[config.mk]
export PLATFORM = sky130hd
export DESIGN_NAME = tmcw_ctrl
export DESIGN_NICKNAME = d
export VERILOG_FILES = /design/src/tmcw_pkg.sv /design/src/tmcw_ctrl.sv
export SDC_FILE = /design/constraint.sdc
export NUM_CORES = 1
export LEC_CHECK = 0
export ABC_AREA = 1
export BUFFER_PORTS_ARGS = -buffer_cell sky130_fd_sc_hd__buf_4
export CORE_UTILIZATION = 55
export DETAILED_ROUTE_END_ITERATION = 12
export GPL_TIMING_DRIVEN = 0
export MAX_ROUTING_LAYER = met4
export PLACE_DENSITY = 0.82
export SYNTH_ARGS = -nofsm -noshare
export SYNTH_HDL_FRONTEND = slang
export SYNTH_SLANG_ARGS = --single-unit
[constraint.sdc]
create_clock -name clk -period 2.6 [get_ports clk]
set_input_delay 0 -clock clk [delete_from_list [all_inputs] [get_ports clk]]
set_output_delay 0 -clock clk [all_outputs]
set_load 0.03 [all_outputs]
[src/tmcw_pkg.sv]
// Shared definitions for the text console writer: screen geometry, character and
// attribute codes, the input and result item types and the controller state type.
// No dependencies; the controller, the top level and the testbench import this package.
package tmcw_pkg;

    // Screen geometry.
    localparam int COLUMNS = 80;
    localparam int ROWS    = 25;

    // Field widths of the items.
    localparam int MODE_W  = 3;
    localparam int CHAR_W  = 8;
    localparam int ATTR_W  = 8;
    localparam int COLOR_W = 4;
    localparam int COL_W   = 7;
    localparam int ROW_W   = 5;
    localparam int TICK_W  = 32;

    // Screen store addressing: a physical row index beside a column index.
    localparam int COL_IDX_W = $clog2(COLUMNS);
    localparam int ROW_IDX_W = $clog2(ROWS);
    localparam int ADDR_W    = ROW_IDX_W + COL_IDX_W;
    localparam int CELL_W    = CHAR_W + ATTR_W;

    // Width of the sum of the base-64 digits of the tick count.
    localparam int SUM_W        = 9;
    localparam int BLINK_PERIOD = 9;

    localparam logic [COL_W-1:0]     LAST_COL     = COL_W'(COLUMNS - 1);
    localparam logic [COL_W-1:0]     COL_LIMIT    = COL_W'(COLUMNS);
    localparam logic [ROW_W-1:0]     PARK_ROW     = ROW_W'(ROWS);
    localparam logic [COL_IDX_W-1:0] LAST_COL_IDX = COL_IDX_W'(COLUMNS - 1);
    localparam logic [ROW_IDX_W-1:0] LAST_ROW_IDX = ROW_IDX_W'(ROWS - 1);

    // Operation codes.
    localparam logic [MODE_W-1:0] MODE_PRINT = 3'd0;
    localparam logic [MODE_W-1:0] MODE_READ  = 3'd1;
    localparam logic [MODE_W-1:0] MODE_TICK  = 3'd2;
    localparam logic [MODE_W-1:0] MODE_CLEAR = 3'd3;
    localparam logic [MODE_W-1:0] MODE_HOME  = 3'd4;

    // Character and attribute codes.
    localparam logic [CHAR_W-1:0] CH_BS    = 8'h08;
    localparam logic [CHAR_W-1:0] CH_TAB   = 8'h09;
    localparam logic [CHAR_W-1:0] CH_NL    = 8'h0A;
    localparam logic [CHAR_W-1:0] CH_BLANK = 8'h20;
    localparam logic [CHAR_W-1:0] CH_MARK  = 8'h5F;

    localparam logic [ATTR_W-1:0] ATTR_NONE    = 8'h00;
    localparam logic [ATTR_W-1:0] ATTR_DEFAULT = 8'h07;
    localparam logic [ATTR_W-1:0] ATTR_WHITE   = 8'h0F;

    typedef struct packed {
        logic [MODE_W-1:0]  mode;
        logic [CHAR_W-1:0]  char_code;
        logic [COLOR_W-1:0] fg_color;
        logic [COLOR_W-1:0] bg_color;
        logic               advance;
        logic [ROW_W-1:0]   read_row;
        logic [COL_W-1:0]   read_col;
        logic [TICK_W-1:0]  tick_count;
    } item_t;

    typedef struct packed {
        logic [CHAR_W-1:0] cell_char;
        logic [ATTR_W-1:0] cell_attr;
        logic [COL_W-1:0]  cursor_col;
        logic [ROW_W-1:0]  cursor_row;
    } result_t;

    // Handshake status from the controller to the top level.
    typedef struct packed {
        logic can_take;
        logic res_valid;
    } stat_t;

    // Screen store requests: a write and a read.
    typedef struct packed {
        logic              wr_en;
        logic [ADDR_W-1:0] wr_addr;
        logic [CELL_W-1:0] wr_data;
        logic              rd_en;
        logic [ADDR_W-1:0] rd_addr;
    } ram_req_t;

    typedef enum logic [3:0] {
        S_IDLE,
        S_CLEAR,
        S_READ_DATA,
        S_TICK_CHECK,
        S_PUT,
        S_SCROLL,
        S_DONE
    } ctrl_state_t;

endpackage

[src/tmcw_ctrl.sv]
// Sequencer of the text console writer: cursor, scroll offset, print, clear and
// scroll walks, and all requests to the screen store. Depends on tmcw_pkg.
module tmcw_ctrl (
    input  logic                      clk,
    input  logic                      rst_n,
    input  logic                      item_valid,
    input  tmcw_pkg::item_t           item,
    input  logic                      cursor_enable,
    input  logic                      res_taken,
    output tmcw_pkg::stat_t           stat,
    output tmcw_pkg::result_t         res,
    output tmcw_pkg::ram_req_t        ram_req,
    input  logic [tmcw_pkg::CELL_W-1:0] ram_rd_data
);
    import tmcw_pkg::*;

    // Physical row of a logical row, given the scroll offset.
    function automatic logic [ROW_IDX_W-1:0] phys_row(input logic [ROW_W-1:0] row,
                                                      input logic [ROW_IDX_W-1:0] base);
        logic [ROW_W:0] sum;
        sum = {1'b0, row} + (ROW_W + 1)'(base);
        if (sum >= (ROW_W + 1)'(ROWS))
        begin
            sum = sum - (ROW_W + 1)'(ROWS);
        end
        return sum[ROW_IDX_W-1:0];
    endfunction

    function automatic logic [ADDR_W-1:0] cell_addr(input logic [ROW_IDX_W-1:0] prow,
                                                    input logic [COL_W-1:0] col);
        return {prow, col[COL_IDX_W-1:0]};
    endfunction

    // Since 64 leaves a remainder of 1 modulo 9, the sum of the base-64 digits
    // keeps the remainder of the tick count.
    function automatic logic [SUM_W-1:0] digit_sum(input logic [TICK_W-1:0] ticks);
        logic [SUM_W-1:0] s;
        s = SUM_W'(ticks[31:30]);
        for (int i = 0; i < 5; i++)
        begin
            s = s + SUM_W'(ticks[6*i +: 6]);
        end
        return s;
    endfunction

    function automatic logic mod9_zero(input logic [SUM_W-1:0] s);
        logic [6:0] r;
        logic       hit;
        r   = 7'(s[5:0]) + 7'(s[8:6]);
        hit = 1'b0;
        for (int k = 0; k < 8; k++)
        begin
            if (r == 7'(k * BLINK_PERIOD))
            begin
                hit = 1'b1;
            end
        end
        return hit;
    endfunction

    ctrl_state_t            state_reg, state_next;
    logic                   init_reg, init_next;
    logic [ROW_W-1:0]       row_reg, row_next;
    logic [COL_W-1:0]       col_reg, col_next;
    logic [ROW_IDX_W-1:0]   base_reg, base_next;
    logic [ROW_IDX_W-1:0]   walk_row_reg, walk_row_next;
    logic [COL_IDX_W-1:0]   walk_col_reg, walk_col_next;
    logic [ROW_IDX_W-1:0]   fill_row_reg, fill_row_next;
    logic [CHAR_W-1:0]      put_ch_reg, put_ch_next;
    logic [ATTR_W-1:0]      put_attr_reg, put_attr_next;
    logic                   put_adv_reg, put_adv_next;
    logic                   put_line_reg, put_line_next;
    logic [1:0]             put_cnt_reg, put_cnt_next;
    logic [SUM_W-1:0]       sum_reg, sum_next;
    logic                   even_reg, even_next;
    logic [CHAR_W-1:0]      res_char_reg, res_char_next;
    logic [ATTR_W-1:0]      res_attr_reg, res_attr_next;

    logic             accept;
    logic             parked;
    logic [COL_W-1:0] step_col;
    logic [ROW_W-1:0] step_row;
    logic [COL_W-1:0] put_col;
    logic             put_last;
    logic             clear_last;
    logic             rd_in_range;

    assign accept      = item_valid && stat.can_take;
    assign parked      = (row_reg >= PARK_ROW);
    assign step_col    = (col_reg >= LAST_COL) ? '0 : col_reg + 1'b1;
    assign step_row    = (col_reg >= LAST_COL) ? row_reg + 1'b1 : row_reg;
    assign put_col     = put_adv_reg ? step_col : col_reg;
    assign put_last    = put_line_reg ? (put_col == '0) : (put_cnt_reg == 2'd1);
    assign clear_last  = (walk_row_reg == LAST_ROW_IDX) && (walk_col_reg == LAST_COL_IDX);
    assign rd_in_range = (item.read_row < PARK_ROW) && (item.read_col < COL_LIMIT);

    // Next state.
    always_comb
    begin
        state_next = state_reg;
        case (state_reg)
            S_IDLE, S_DONE:
            begin
                if (accept)
                begin
                    case (item.mode)
                        MODE_PRINT:
                        begin
                            if (item.char_code == CH_BS && col_reg == '0 && row_reg == '0)
                                state_next = S_DONE;
                            else
                                state_next = S_PUT;
                        end
                        MODE_READ:
                            state_next = rd_in_range ? S_READ_DATA : S_DONE;
                        MODE_TICK:
                            state_next = cursor_enable ? S_TICK_CHECK : S_DONE;
                        MODE_CLEAR:
                            state_next = S_CLEAR;
                        default:
                            state_next = S_DONE;
                    endcase
                end
                else if (state_reg == S_DONE && res_taken)
                begin
                    state_next = S_IDLE;
                end
            end
            S_CLEAR:
            begin
                if (clear_last)
                    state_next = init_reg ? S_IDLE : S_DONE;
            end
            S_READ_DATA:
                state_next = S_DONE;
            S_TICK_CHECK:
                state_next = mod9_zero(sum_reg) ? S_PUT : S_DONE;
            S_PUT:
            begin
                if (parked)
                    state_next = S_SCROLL;
                else if (put_last)
                    state_next = S_DONE;
            end
            S_SCROLL:
            begin
                if (walk_col_reg == LAST_COL_IDX)
                    state_next = S_PUT;
            end
            default:
                state_next = S_IDLE;
        endcase
    end

    // Outputs: handshake status, result and store requests.
    always_comb
    begin
        stat.can_take   = (state_reg == S_IDLE) || (state_reg == S_DONE && res_taken);
        stat.res_valid  = (state_reg == S_DONE);
        res.cell_char   = res_char_reg;
        res.cell_attr   = res_attr_reg;
        res.cursor_col  = col_reg;
        res.cursor_row  = row_reg;
        ram_req         = '0;
        case (state_reg)
            S_IDLE, S_DONE:
            begin
                if (accept && item.mode == MODE_READ && rd_in_range)
                begin
                    ram_req.rd_en   = 1'b1;
                    ram_req.rd_addr = cell_addr(phys_row(item.read_row, base_reg),
                                                item.read_col);
                end
            end
            S_CLEAR:
            begin
                ram_req.wr_en   = 1'b1;
                ram_req.wr_addr = {walk_row_reg, walk_col_reg};
                ram_req.wr_data = {ATTR_DEFAULT, CH_BLANK};
            end
            S_PUT:
            begin
                if (!parked)
                begin
                    ram_req.wr_en   = 1'b1;
                    ram_req.wr_addr = cell_addr(phys_row(row_reg, base_reg), col_reg);
                    ram_req.wr_data = {put_attr_reg, put_ch_reg};
                end
            end
            S_SCROLL:
            begin
                ram_req.wr_en   = 1'b1;
                ram_req.wr_addr = {fill_row_reg, walk_col_reg};
                ram_req.wr_data = {ATTR_NONE, CH_BLANK};
            end
            default:
            begin
                ram_req = '0;
            end
        endcase
    end

    // Datapath next values.
    always_comb
    begin
        init_next     = init_reg;
        row_next      = row_reg;
        col_next      = col_reg;
        base_next     = base_reg;
        walk_row_next = walk_row_reg;
        walk_col_next = walk_col_reg;
        fill_row_next = fill_row_reg;
        put_ch_next   = put_ch_reg;
        put_attr_next = put_attr_reg;
        put_adv_next  = put_adv_reg;
        put_line_next = put_line_reg;
        put_cnt_next  = put_cnt_reg;
        sum_next      = sum_reg;
        even_next     = even_reg;
        res_char_next = res_char_reg;
        res_attr_next = res_attr_reg;
        case (state_reg)
            S_IDLE, S_DONE:
            begin
                if (accept)
                begin
                    res_char_next = '0;
                    res_attr_next = '0;
                    case (item.mode)
                        MODE_PRINT:
                        begin
                            put_line_next = 1'b0;
                            put_cnt_next  = 2'd1;
                            if (item.char_code == CH_BS)
                            begin
                                // Backspace moves first, then blanks the new cell.
                                put_ch_next   = CH_BLANK;
                                put_attr_next = ATTR_WHITE;
                                put_adv_next  = 1'b0;
                                if (col_reg != '0)
                                begin
                                    col_next = col_reg - 1'b1;
                                end
                                else if (row_reg != '0)
                                begin
                                    row_next = row_reg - 1'b1;
                                    col_next = LAST_COL;
                                end
                            end
                            else if (item.char_code == CH_NL)
                            begin
                                put_ch_next   = CH_BLANK;
                                put_attr_next = ATTR_DEFAULT;
                                put_adv_next  = 1'b1;
                                put_line_next = 1'b1;
                            end
                            else if (item.char_code == CH_TAB)
                            begin
                                put_ch_next   = CH_BLANK;
                                put_attr_next = {item.bg_color, item.fg_color};
                                put_adv_next  = 1'b1;
                                put_cnt_next  = 2'd2;
                            end
                            else
                            begin
                                put_ch_next   = item.char_code;
                                put_attr_next = {item.bg_color, item.fg_color};
                                put_adv_next  = item.advance;
                            end
                        end
                        MODE_TICK:
                        begin
                            sum_next  = digit_sum(item.tick_count);
                            even_next = ~item.tick_count[0];
                        end
                        MODE_CLEAR:
                        begin
                            walk_row_next = '0;
                            walk_col_next = '0;
                            row_next      = '0;
                            col_next      = '0;
                            base_next     = '0;
                        end
                        MODE_HOME:
                        begin
                            row_next = '0;
                            col_next = '0;
                        end
                        default:
                        begin
                            res_char_next = '0;
                        end
                    endcase
                end
            end
            S_CLEAR:
            begin
                if (walk_col_reg == LAST_COL_IDX)
                begin
                    walk_col_next = '0;
                    walk_row_next = clear_last ? '0 : walk_row_reg + 1'b1;
                end
                else
                begin
                    walk_col_next = walk_col_reg + 1'b1;
                end
                if (clear_last)
                begin
                    init_next = 1'b0;
                end
            end
            S_READ_DATA:
            begin
                res_char_next = ram_rd_data[CHAR_W-1:0];
                res_attr_next = ram_rd_data[CELL_W-1:CHAR_W];
            end
            S_TICK_CHECK:
            begin
                // A multiple of 18 erases the mark, an odd multiple of 9 draws it.
                put_ch_next   = even_reg ? CH_BLANK : CH_MARK;
                put_attr_next = ATTR_WHITE;
                put_adv_next  = 1'b0;
                put_line_next = 1'b0;
                put_cnt_next  = 2'd1;
            end
            S_PUT:
            begin
                if (parked)
                begin
                    // Scroll by rotating the row offset; the old top row becomes
                    // the new bottom row and is blanked by the walk.
                    fill_row_next = base_reg;
                    base_next     = (base_reg == LAST_ROW_IDX) ? '0 : base_reg + 1'b1;
                    row_next      = row_reg - 1'b1;
                    walk_col_next = '0;
                end
                else
                begin
                    col_next     = put_col;
                    row_next     = put_adv_reg ? step_row : row_reg;
                    put_cnt_next = put_cnt_reg - 1'b1;
                end
            end
            S_SCROLL:
            begin
                walk_col_next = walk_col_reg + 1'b1;
            end
            default:
            begin
                init_next = init_reg;
            end
        endcase
    end

    always_ff @(posedge clk or negedge rst_n)
    begin
        if (!rst_n)
        begin
            state_reg    <= S_CLEAR;
            init_reg     <= 1'b1;
            row_reg      <= '0;
            col_reg      <= '0;
            base_reg     <= '0;
            walk_row_reg <= '0;
            walk_col_reg <= '0;
        end
        else
        begin
            state_reg    <= state_next;
            init_reg     <= init_next;
            row_reg      <= row_next;
            col_reg      <= col_next;
            base_reg     <= base_next;
            walk_row_reg <= walk_row_next;
            walk_col_reg <= walk_col_next;
        end
    end

    always_ff @(posedge clk)
    begin
        fill_row_reg <= fill_row_next;
        put_ch_reg   <= put_ch_next;
        put_attr_reg <= put_attr_next;
        put_adv_reg  <= put_adv_next;
        put_line_reg <= put_line_next;
        put_cnt_reg  <= put_cnt_next;
        sum_reg      <= sum_next;
        even_reg     <= even_next;
        res_char_reg <= res_char_next;
        res_attr_reg <= res_attr_next;
    end

endmodule

==> flow_summary.yaml <==
logic_synthesis:
  synth_edf_count: 51
  ys_top_cells_by_area: "edfxtp_1 (24%), dfrtp_1 (12%), inv_1 (8.7%)"
  netlist_area_um2: 6390
  synthFlopType: "edfxtp_1"
  synth_top_family_by_area: "simple AND/OR/NAND/NOR gates"
  ys_ff_latch: 84
  avgSynthCellArea_um2: 7.97
  yosysMostFrequentCell: "inv_1"
  ys_seq_area_share_pct: 37.0
  yosys.area.top_type_share_pct: 24.0
  synth-compound-area-share_pct: 11.6
  yosys.area_share.simple_pct: 24.5
  syn_nets: 945
  synth_cell_types: 46
  muxShareOfSynthArea_pct: 0
  synth-xor-area-share_pct: 2.74
  synth.largest_area_cell: "edfxtp_1"
  synthTopCellsByCount: "inv_1 (148), nand2_1 (141), nor2_1 (90)"
  synth-async-reset-ratio_pct: 39.3
  synthAdderAreaFrac_pct: 14.1
  yosys_warnings: 0
  synthCells: 801
floorplan:
  rows: 38
  dieHeight_um: 110
  die_w_um: 110
  die_area_um2: 12000
  coreArea_um2: 11100
  io_pins: 157
  start_util_pct: 57.6
critical_path:
  start_kind: "flop"
  slowest_delay_ns: 0.55
  worstPathBufferInverterCount: 2
  rrSetupSlack_ns: 0.26
  crit_family: "adder cells"
  crit_slowest_cell: "fa_2"
  timing.rr.start: "state_reg[0]$_DFFE_PN1P_"
  reg2regPathDepth: 4
  required_ns: 2.60
  arrival_ns: 2.71
  crit_type: "reg2out"
  cp_cell_sequence: "ha_4 -> fa_2 -> inv_2 -> ha_1 -> nor2_4 -> nor2_2 -> nand2_2 -> nand2_4 -> nand3_1 -> nand2_1 -> nor2_1 -> buf_4"
  endpoint_kind: "output port"
  crit_path_max_fanout: 7
  reg2reg_to: "res_char_reg[1]$_SDFFCE_PN0P_"
finish:
  largest_reg_flops: 9
  syn_to_final_growth_pct: 37.8
  instances_no_fill: 1166
  final_nets: 1165
  drive_above_1_share_pct: 28.0
  post-route-util_pct: 79.5
  antennaDiodeCount: 0
timing:
  max_freq_mhz: 368
  clock_skew_ns: 0.00745
  fin_crit_sh_pct: 104
  setup_viol: 9
  finalCriticalPeriod_ns: 2.71
  drv_slew: 0
  tns_ns: -0.481
  hold_violations: 0
  worst_pin_slew_ns: 0.919
  rsz0062_at_grt: "true"
  whs_ns: 0.0879
  slew_headroom_pct: 38.5
  fin_ws_ns: -0.114
drt:
  drtPass1Iterations: 7
  via_count: 6268
  wl_per_cell_um: 15.3
  ant_nets: 0
  drc: 0
  via_per_inst: 5.38
  dr.first_iter.drc_count: 466
  wirelength_um: 17900
min_path:
  hp-class: "in2reg"
  whs_endpoint: "put_ch_reg[3]$_DFFE_PP_"
  worstHoldStart: "item[56]"
  hold_depth: 3
pwr:
  powerDensity_nw_per_um2: 427
  power_leakage_nw: 4.28
  peakVddDrop_mv: 0.499
clocking:
  tritoncts: "yes"
  cts_sinks: 84
  htreeDepth: 3
  cts_root_buffer: "clkbuf_16"
  clk_pin_slew_ns: 0.06
  insertion_delay_ns: 0.35
  cts_buffer_depth: 2
  cts_buffers: 9
place:
  dp_hpwl_um: 11900
  dp_slack_ns: -0.487
  place_inst: 1097
  port_buffers: 156
  gp_routability_congestion: 0.915
grt:
  grt_pass1_wl_um: 28100
  grt-ovfl-total: 0
  first_global_vias: 6236
  grt_start_max_net_pins: 34
  antenna_found_initial: 0
  grtUsageTotal_pct: 31.5
flow_run:
  maxCapViolCount: 0
status:
  outcome: "finished, violations left"
  violations: "setup timing"
==> kinds of logic after synthesis <==
kind of cell	after synthesis
adder cells (fa/ha/maj)	59
buffers and inverters	166
AND/OR/NAND/NOR	345
AO/OA/AOI/OAI	127
XOR/XNOR	20
flip-flops	84
==> metal layers <==
layer	wire [um]	vias up	GRT usage [%]	part of all wire [%]
met2	9110	241	55.0	51
met5	0	-	-	0
met3	1180	43	6.58	6.6
li1	-	3052	-	-
met4	581	0	10.2	3.2
met1	7010	2932	36.1	39
==> worst max-delay path by stage <==
| stage | from | endpoint | slack [ns] | depth (start not counted) |
|---|---|---|---|---|
| after floorplan | item[0] | sum_reg[6]$_DFFE_PP_ | -0.18 | 12 |
| after CTS | item[14] | sum_reg[7]$_DFFE_PP_ | -0.05 | 14 |
| final | base_reg[0]$_DFFE_PN0P_ | ram_req[9] | -0.11 | 12 |
| after detailed placement | item[0] | sum_reg[6]$_DFFE_PP_ | -0.49 | 13 |
| after global routing | base_reg[0]$_DFFE_PN0P_ | ram_req[9] | -0.28 | 12 |
| after global placement | item[0] | sum_reg[6]$_DFFE_PP_ | -0.41 | 13 |
==> cells in the final DEF, fill, tap and decap left out, types with 13 or more instances in the layout <==
cell / n
ha_1: 30
buf_4: 168
edfxtp_1: 51
dfrtp_1: 27
nor2_1: 88
inv_1: 142
dlygate4sd3_1: 32
nand3_1: 55
a21oi_1: 36
nand4_1: 16
o21ai_0: 35
fa_1: 19
nand2_1: 134
nand2_2: 13
==> what timing repair did <==
action	in CTS	in global routing
gates resized for setup	36	32
hold endpoints to repair	64	0
pin swaps	18	30
setup endpoints to repair	13	16
gates cloned	0	0
hold buffers	32	0
setup buffers	18	5
==> power by group <==
group	internal (mW)	switching (mW)
combinational	0.501	0.491
clock	0.755	0.556
sequential	1.45	0
==> through the flow <==
step / cell area (um^2) / power, mW
after floorplan: 6410 / 1.95
after CTS: 8640 / 3.63
final: 8800 / 3.76
after global routing: 8800 / 3.91
after global placement: 7760 / 2.14
after detailed placement: 7760 / 2.18
==> layout make-up <==
class	count	area (um^2)
fill	772	2280
sequential	84	2360
clock buffer	10	229
tap	140	175
timing repair buffer	209	1690
clock inverter	6	70.1
multi-input combinational	551	3620
inverter	157	601
buffer	9	51.3
==> worst register-to-register path, cell delays in order (launching register included) <==
cell	delay (ns)
dfstp_2	0.57
inv_1	0.10
nand2_1	0.32
clkbuf_1	0.41
nand2_1	0.53
Power figures use the tool's default switching activity.
